--- src/design/atinv_pkg.sv ---
// Shared widths, codes and types for the affine transform inverse block.
`timescale 1ns / 1ps
package atinv_pkg;

  localparam int EW = 32;
  localparam int NROW = 3;
  localparam int NCOL = 4;
  localparam int NENT = 4;
  localparam int IN_W = NROW * NCOL * EW;
  localparam int OUT_W = NENT * EW;
  localparam int USER_W = 4;
  localparam int PW = 2 * EW;
  localparam int XW = PW + 1;
  localparam int HW = XW - EW;
  localparam int PPW = HW + EW;
  localparam int DTW = 100;
  localparam int NW = 128;
  localparam int QW = EW + 1;
  localparam int CW = NW + 6;
  localparam int DIV_STAGES = QW + 1;

  localparam logic [1:0] ROW_0 = 2'd0;
  localparam logic [1:0] ROW_1 = 2'd1;
  localparam logic [1:0] ROW_LAST = 2'd2;

  localparam logic [1:0] ST_OK = 2'd0;
  localparam logic [1:0] ST_SING = 2'd1;
  localparam logic [1:0] ST_SAT = 2'd2;

  localparam logic [EW-1:0] SAT_POS = 32'h7FFF_FFFF;
  localparam logic [EW-1:0] SAT_NEG = 32'h8000_0000;

  typedef logic [NROW-1:0][EW-1:0] vec_t;
  typedef logic [NCOL-1:0][NROW-1:0][EW-1:0] mat_t;

  typedef struct packed {
    logic [1:0] row;
    mat_t       col;
  } job_t;

  typedef struct packed {
    logic [1:0]                  row;
    logic                        sing;
    logic [NENT-1:0]             neg;
    logic [NENT-1:0][NW-1:0]     num;
    logic [DTW-1:0]              den;
  } dvs_t;

endpackage

--- src/design/atinv_seq.sv ---
// Input holding register and row issue sequencer.
`timescale 1ns / 1ps
module atinv_seq (
  input  logic                         clk,
  input  logic                         rst_n,
  input  logic                         adv_i,
  input  logic                         in_tvalid,
  output logic                         in_tready,
  input  logic [atinv_pkg::IN_W-1:0]   in_tdata,
  output atinv_pkg::job_t              job_o,
  output logic                         job_vld_o
);

  atinv_pkg::mat_t mat_r;
  atinv_pkg::mat_t mat_in;
  logic            full_r;
  logic            full_nxt;
  logic [1:0]      row_r;
  logic [1:0]      row_nxt;
  logic            issue;
  logic            issue_last;
  logic            accept;

  always_comb begin
    for (int k = 0; k < atinv_pkg::NCOL; k++) begin
      for (int i = 0; i < atinv_pkg::NROW; i++) begin
        mat_in[k][i] = in_tdata[(atinv_pkg::NCOL * i + k) * atinv_pkg::EW +: atinv_pkg::EW];
      end
    end
  end

  assign issue      = full_r && adv_i;
  assign issue_last = issue && (row_r == atinv_pkg::ROW_LAST);
  assign in_tready  = !full_r || issue_last;
  assign accept     = in_tvalid && in_tready;

  always_comb begin
    full_nxt = full_r;
    row_nxt  = row_r;
    if (accept) begin
      full_nxt = 1'b1;
      row_nxt  = atinv_pkg::ROW_0;
    end else if (issue_last) begin
      full_nxt = 1'b0;
      row_nxt  = atinv_pkg::ROW_0;
    end else if (issue) begin
      row_nxt = row_r + 2'd1;
    end
  end

  always_ff @(posedge clk) begin
    if (!rst_n) begin
      full_r <= 1'b0;
      row_r  <= atinv_pkg::ROW_0;
    end else begin
      full_r <= full_nxt;
      row_r  <= row_nxt;
    end
  end

  always_ff @(posedge clk) begin
    if (accept) begin
      mat_r <= mat_in;
    end
  end

  assign job_o.row = row_r;
  assign job_o.col = mat_r;
  assign job_vld_o = full_r;

endmodule

--- config.mk ---
export PLATFORM = sky130hd
export DESIGN_NAME = atinv_seq
export DESIGN_NICKNAME = d
export VERILOG_FILES = /design/src/design/atinv_pkg.sv /design/src/design/atinv_seq.sv
export SDC_FILE = /design/constraint.sdc
export NUM_CORES = 1
export LEC_CHECK = 0
export ABC_AREA = 1
export BUFFER_PORTS_ARGS = -buffer_cell sky130_fd_sc_hd__buf_2
export CAP_MARGIN = 20
export CORE_AREA = 2 2 300 302
export CTS_BUF_LIST = sky130_fd_sc_hd__clkbuf_4 sky130_fd_sc_hd__clkbuf_8
export CTS_CLUSTER_SIZE = 30
export DETAILED_ROUTE_END_ITERATION = 16
export DIE_AREA = 0 0 302 304
export GPL_ROUTABILITY_DRIVEN = 1
export PLACE_DENSITY = 0.37
export SLEW_MARGIN = 40
export SYNTH_ARGS = -nofsm -noshare
export SYNTH_HDL_FRONTEND = slang
export SYNTH_SLANG_ARGS = --single-unit
export TNS_END_PERCENT = 5
--- constraint.sdc ---
create_clock -name clk -period 52.2 [get_ports clk]
set_input_delay 2.61 -clock clk [delete_from_list [all_inputs] [get_ports clk]]
set_output_delay 2.61 -clock clk [all_outputs]
set_load 0.01 [all_outputs]
---- Yosys cells after proc, flatten, opt, wreduce, memory -nomap -nowiden ----
Index checks and enable logic that the tools add are counted.
W data, S select, Z words.
word-level totals
  register bits after elaboration ......... 387
  input port bits ......................... 388
  output and inout port bits .............. 388
  word-level logic and storage cells ...... 26
operators by class
  $add $sub $neg .......................... 1
  eq/ne operators ......................... 1
  mux-type cells .......................... 2
  bitwise gates (word level) .............. 1
  reductions and logical operators ........ 7
operator list
  cell                   number
  $logic_and A1 B1 Y1    3
  $reduce_or A3 Y1       1
  $add A2 B1 Y2 const B  1
  $eq A2 B2 Y1 const B   1
  $mux W1                2
  $reduce_bool A2 Y1     1
  $logic_not A1 Y1       1
  $logic_or A1 B1 Y1     1
  $not A1 Y1             1

---- Depth between registers and ports, before layout ----
  depth after elaboration ................. 5
  depth in mapped cells ................... 7
  mapped depth without buffers ............ 7

---- Worst setup path before layout ----
OpenSTA, ideal clock, no wires.
  kind .................................... input to register
  from .................................... input in_tvalid
  to ...................................... register mat_r (netlist bit job_o[0]), enable pin
  setup time .............................. 1.260 ns
  arrival ................................. 21.071 ns
  data required time ...................... 50.940 ns
  slack ................................... 29.869 ns
  stages .................................. 2
  path buffers ............................ 0
  cells stage by stage .................... inv_1 -> a21oi_1
between the ends
  word-level cells in the longest chain between the ends .. 1
RTL lines
  element               RTL line         RTL
  from (decl)           atinv_seq.sv:7   input logic in_tvalid,
  $logic_and A1 B1 Y1   atinv_seq.sv:35  assign accept = in_tvalid && in_tready;
  named net accept      atinv_seq.sv:22  logic accept;
  to (signal assigned)  atinv_seq.sv:63  mat_r <= mat_in;
  to (decl)             atinv_seq.sv:14  atinv_pkg::mat_t mat_r;
The timed path passes the listed nets, and every way through them passes these cells.
A chain may end at the register's enable or synchronous reset.

---- Worst setup path after layout ----
  from .................................... input adv_i
  to ...................................... register mat_r (netlist bit job_o[210]), enable pin
between the ends
  word-level cells in the longest chain between the ends .. 4
RTL lines
  element              RTL line         RTL
  from (decl)          atinv_seq.sv:6   input logic adv_i,
  $logic_and A1 B1 Y1  atinv_seq.sv:32  assign issue = full_r && adv_i;
  $logic_and A1 B1 Y1  atinv_seq.sv:33  assign issue_last = issue && (row_r == atinv_pkg::ROW_LAST);
  $logic_or A1 B1 Y1   atinv_seq.sv:34  assign in_tready = !full_r || issue_last;
  $logic_and A1 B1 Y1  atinv_seq.sv:35
  named net accept     atinv_seq.sv:22
The timed path passes the listed nets, and every way through them passes these cells.

==> reports/metrics.csv <==
stage,metric,value,unit
outcome,outcome,"finished, final reports clean",
sta,normalized max-slew margin,0.493,
hold_path,hold depth,2,
clock_tree,root buffer cell,clkbuf_8,
floorplan,Die H,304,um
sta,fin crit period,5.81,ns
sta,Worst-Margin Slew,0.761,ns
clock_tree,Worst-Skew Late Latency,0.67,ns
global_routing,first-pass GRT wire length,55900,um
final_layout,share of layout cells above drive strength 1,0.685,
sta,Fmax achieved,0.172,GHz
power,Peak supply drop,27.2,uV
sta,Hold Fails Final Rpt,0,
floorplan,Cell Rows,110,
place,Final HPWL DP,31800,um
sta,Setup Skew,0.0241,ns
sta,final hold slack,0.559,ns
clock_tree,setup bufs post-CTS,0,
synthesis,cell count after synthesis,404,
floorplan,io pins,776,
synthesis,"area leader, netlist",edfxtp_1,
floorplan,Die Span X,302,um
final_layout,most frequent cells in the layout,"buf_2, edfxtp_1, clkbuf_8",
sta,fin crit share,0.111,
floorplan,core area,89000,um^2
final_layout,Nets,1649,
clock_tree,Max H-tree Level,3,
global_routing,GRT Residual Overflow,0,
setup_path,Worst Path Arrival,6.09,ns
clock_tree,clk slew on worst S/H paths,0.05,ns
hold_path,Hold Crit Start,row_r[0]$_SDFFE_PP0P_,
setup_path,RR Endpoint,job_o[210]$_DFFE_PP_,
global_routing,vias in the first global route,8242,
setup_path,RR Startpoint,job_vld_o$_SDFFE_PN0P_,
routing,via count,7565,
synthesis,Syn. warnings,0,
routing,starting DRC count in detailed routing,332,
place,Final Wtd Congestion,0.792,
synthesis,Mean Syn Cell Area,28.9,um^2
power,PD cells,39.3,nW/um^2
final_layout,"leading cell type in the layout, fill and taps excluded",buf_2,
synthesis,synth unique cells,12,
setup_path,R2R cell count,6,
clock_tree,hold buffer count at CTS,0,
clock_tree,CTS tree,done,
routing,routed length per instance,16.5,um
setup_path,Critical Path Fanout Max,76,
clock_tree,clock sinks,387,
clock_tree,clk buf depth,3,
sta,Pins Over Slew Limit,0,
synthesis,Synthesized Nets,793,
synthesis,share of the synthesized area in the top cell type,0.987,
floorplan,Starting Density,0.131,
global_routing,number of antenna violations at the first check in global routing,18,
routing,DR pass1 iterations,4,
synthesis,Synth area leaders,"edfxtp_1, dfxtp_1, inv_1",
hold_path,worst hold path type,register to register,
clock_tree,PostCTS Resize Cnt,0,
global_routing,largest net degree at the start of global routing,77,
final_layout,Area Overhead vs Synth,59.5,%
routing,# DRC,0,
power,Lkg Pwr,7.61,nW
routing,Vias/cell,3.03,
clock_tree,TritonCTS buffer count,73,
setup_path,CP Capture Type,register,
setup_path,Worst setup SP type,primary input,
global_routing,Overall Global Routing Usage,0.0857,
flow_run,number of max-cap violations,0,
setup_path,R2R Setup Slk,47.90,ns
synthesis,register area share after synthesis,0.992,
setup_path,"Req. time, crit path",52.48,ns
synthesis,Synth Cell Area,11700,um^2
floorplan,DIE AREA,91800,um^2
routing,DRT Wirelength,41100,um
sta,Final setup viols,0,
place,# port buffers,775,
routing,ANT nets after route,0,
synthesis,"FF+latch count, synth",387,
sta,TNS Setup,0,ns
sta,RSZ-0062 raised after global routing,no,
hold_path,Hold EP,row_r[0]$_SDFFE_PP0P_,
setup_path,Setup Crit Path Kind,primary input to register,
## sequential cells by signal, indices dropped and copies added (netlist names)
signal	count
job_o	384
row_r	2
job_vld_o	1
## stage by stage
step                      power (mW)  cells  utilization  instance area [um^2]  setup slack [ns]
final                          0.732   2494        0.209                 18600             46.39
after global routing           0.767   2492        0.209                 18600             46.17
after CTS                      0.750   2489        0.209                 18600             46.42
after detailed placement       0.426   2361        0.192                 17100             45.68
after global placement         0.426   2361        0.192                 17100             45.36
after floorplan                0.402    404            -                 11700             29.87
## synthesized netlist by cell type
library cell    n
a21boi_1        1
a21oi_1         1
dfxtp_1         3
edfxtp_1      384
ha_1            1
inv_1           4
nand2_1         3
nand2_2         1
nand3_1         2
nor2_1          2
o211ai_1        1
xor2_1          1
## worst max path at each step
| stage | start | cells past startpoint | slack, ns | endpoint |
|---|---|---|---|---|
| finish | adv_i | 7 | 46.39 | job_o[210]$_DFFE_PP_ |
| global route | adv_i | 7 | 46.17 | job_o[210]$_DFFE_PP_ |
| CTS | adv_i | 4 | 46.42 | in_tready |
| detailed placement | adv_i | 7 | 45.68 | job_o[309]$_DFFE_PP_ |
| global placement | adv_i | 7 | 45.36 | job_o[283]$_DFFE_PP_ |
| floorplan | in_tvalid | 2 | 29.87 | job_o[0]$_DFFE_PP_ |
## report_power, final
group	switching [mW]	internal, mW
sequential	0.00473	0.363
combinational	0.0297	0.0210
clock	0.132	0.182
total	0.166	0.565
## layer usage
metal | global-route usage | part of all wire | vias to the layer above
met5 | 0 | 0.0019 | -
met4 | 0.0352 | 0.031 | 14
met3 | 0.0450 | 0.12 | 97
met2 | 0.151 | 0.52 | 476
met1 | 0.0831 | 0.34 | 3599
li1 | - | - | 3379
## layout make-up
type,instances,area [um^2]
tap,1176,1470
multi-input combinational,13,87.6
sequential,387,11600
clock inverter,34,354
timing repair buffer,781,3940
antenna,5,12.5
inverter,4,15.0
clock buffer,94,1170
fill,9496,70400
## critical path, stage by stage
cell	delay [ns]
buf_2	0.11
nand3_1	0.16
a21oi_4	0.45
buf_6	0.63
buf_4	0.65
buf_6	0.59
buf_4	0.67
## kinds of logic (layout without fill, tap and decap cells)
group / Yosys count / after routing / share of synthesized area
flip-flops: 387 / 387 / 0.992
AND/OR/NAND/NOR: 8 / 8 / 0.00300
buffers and inverters: 4 / 913 / 0.00128
AO/OA/AOI/OAI: 3 / 3 / 0.00171
adder cells (fa/ha/maj): 1 / 1 / 0.00107
XOR/XNOR: 1 / 1 / 0.000750
other: 0 / 5 / 0
No activity file was read; power rests on OpenSTA's default activity.
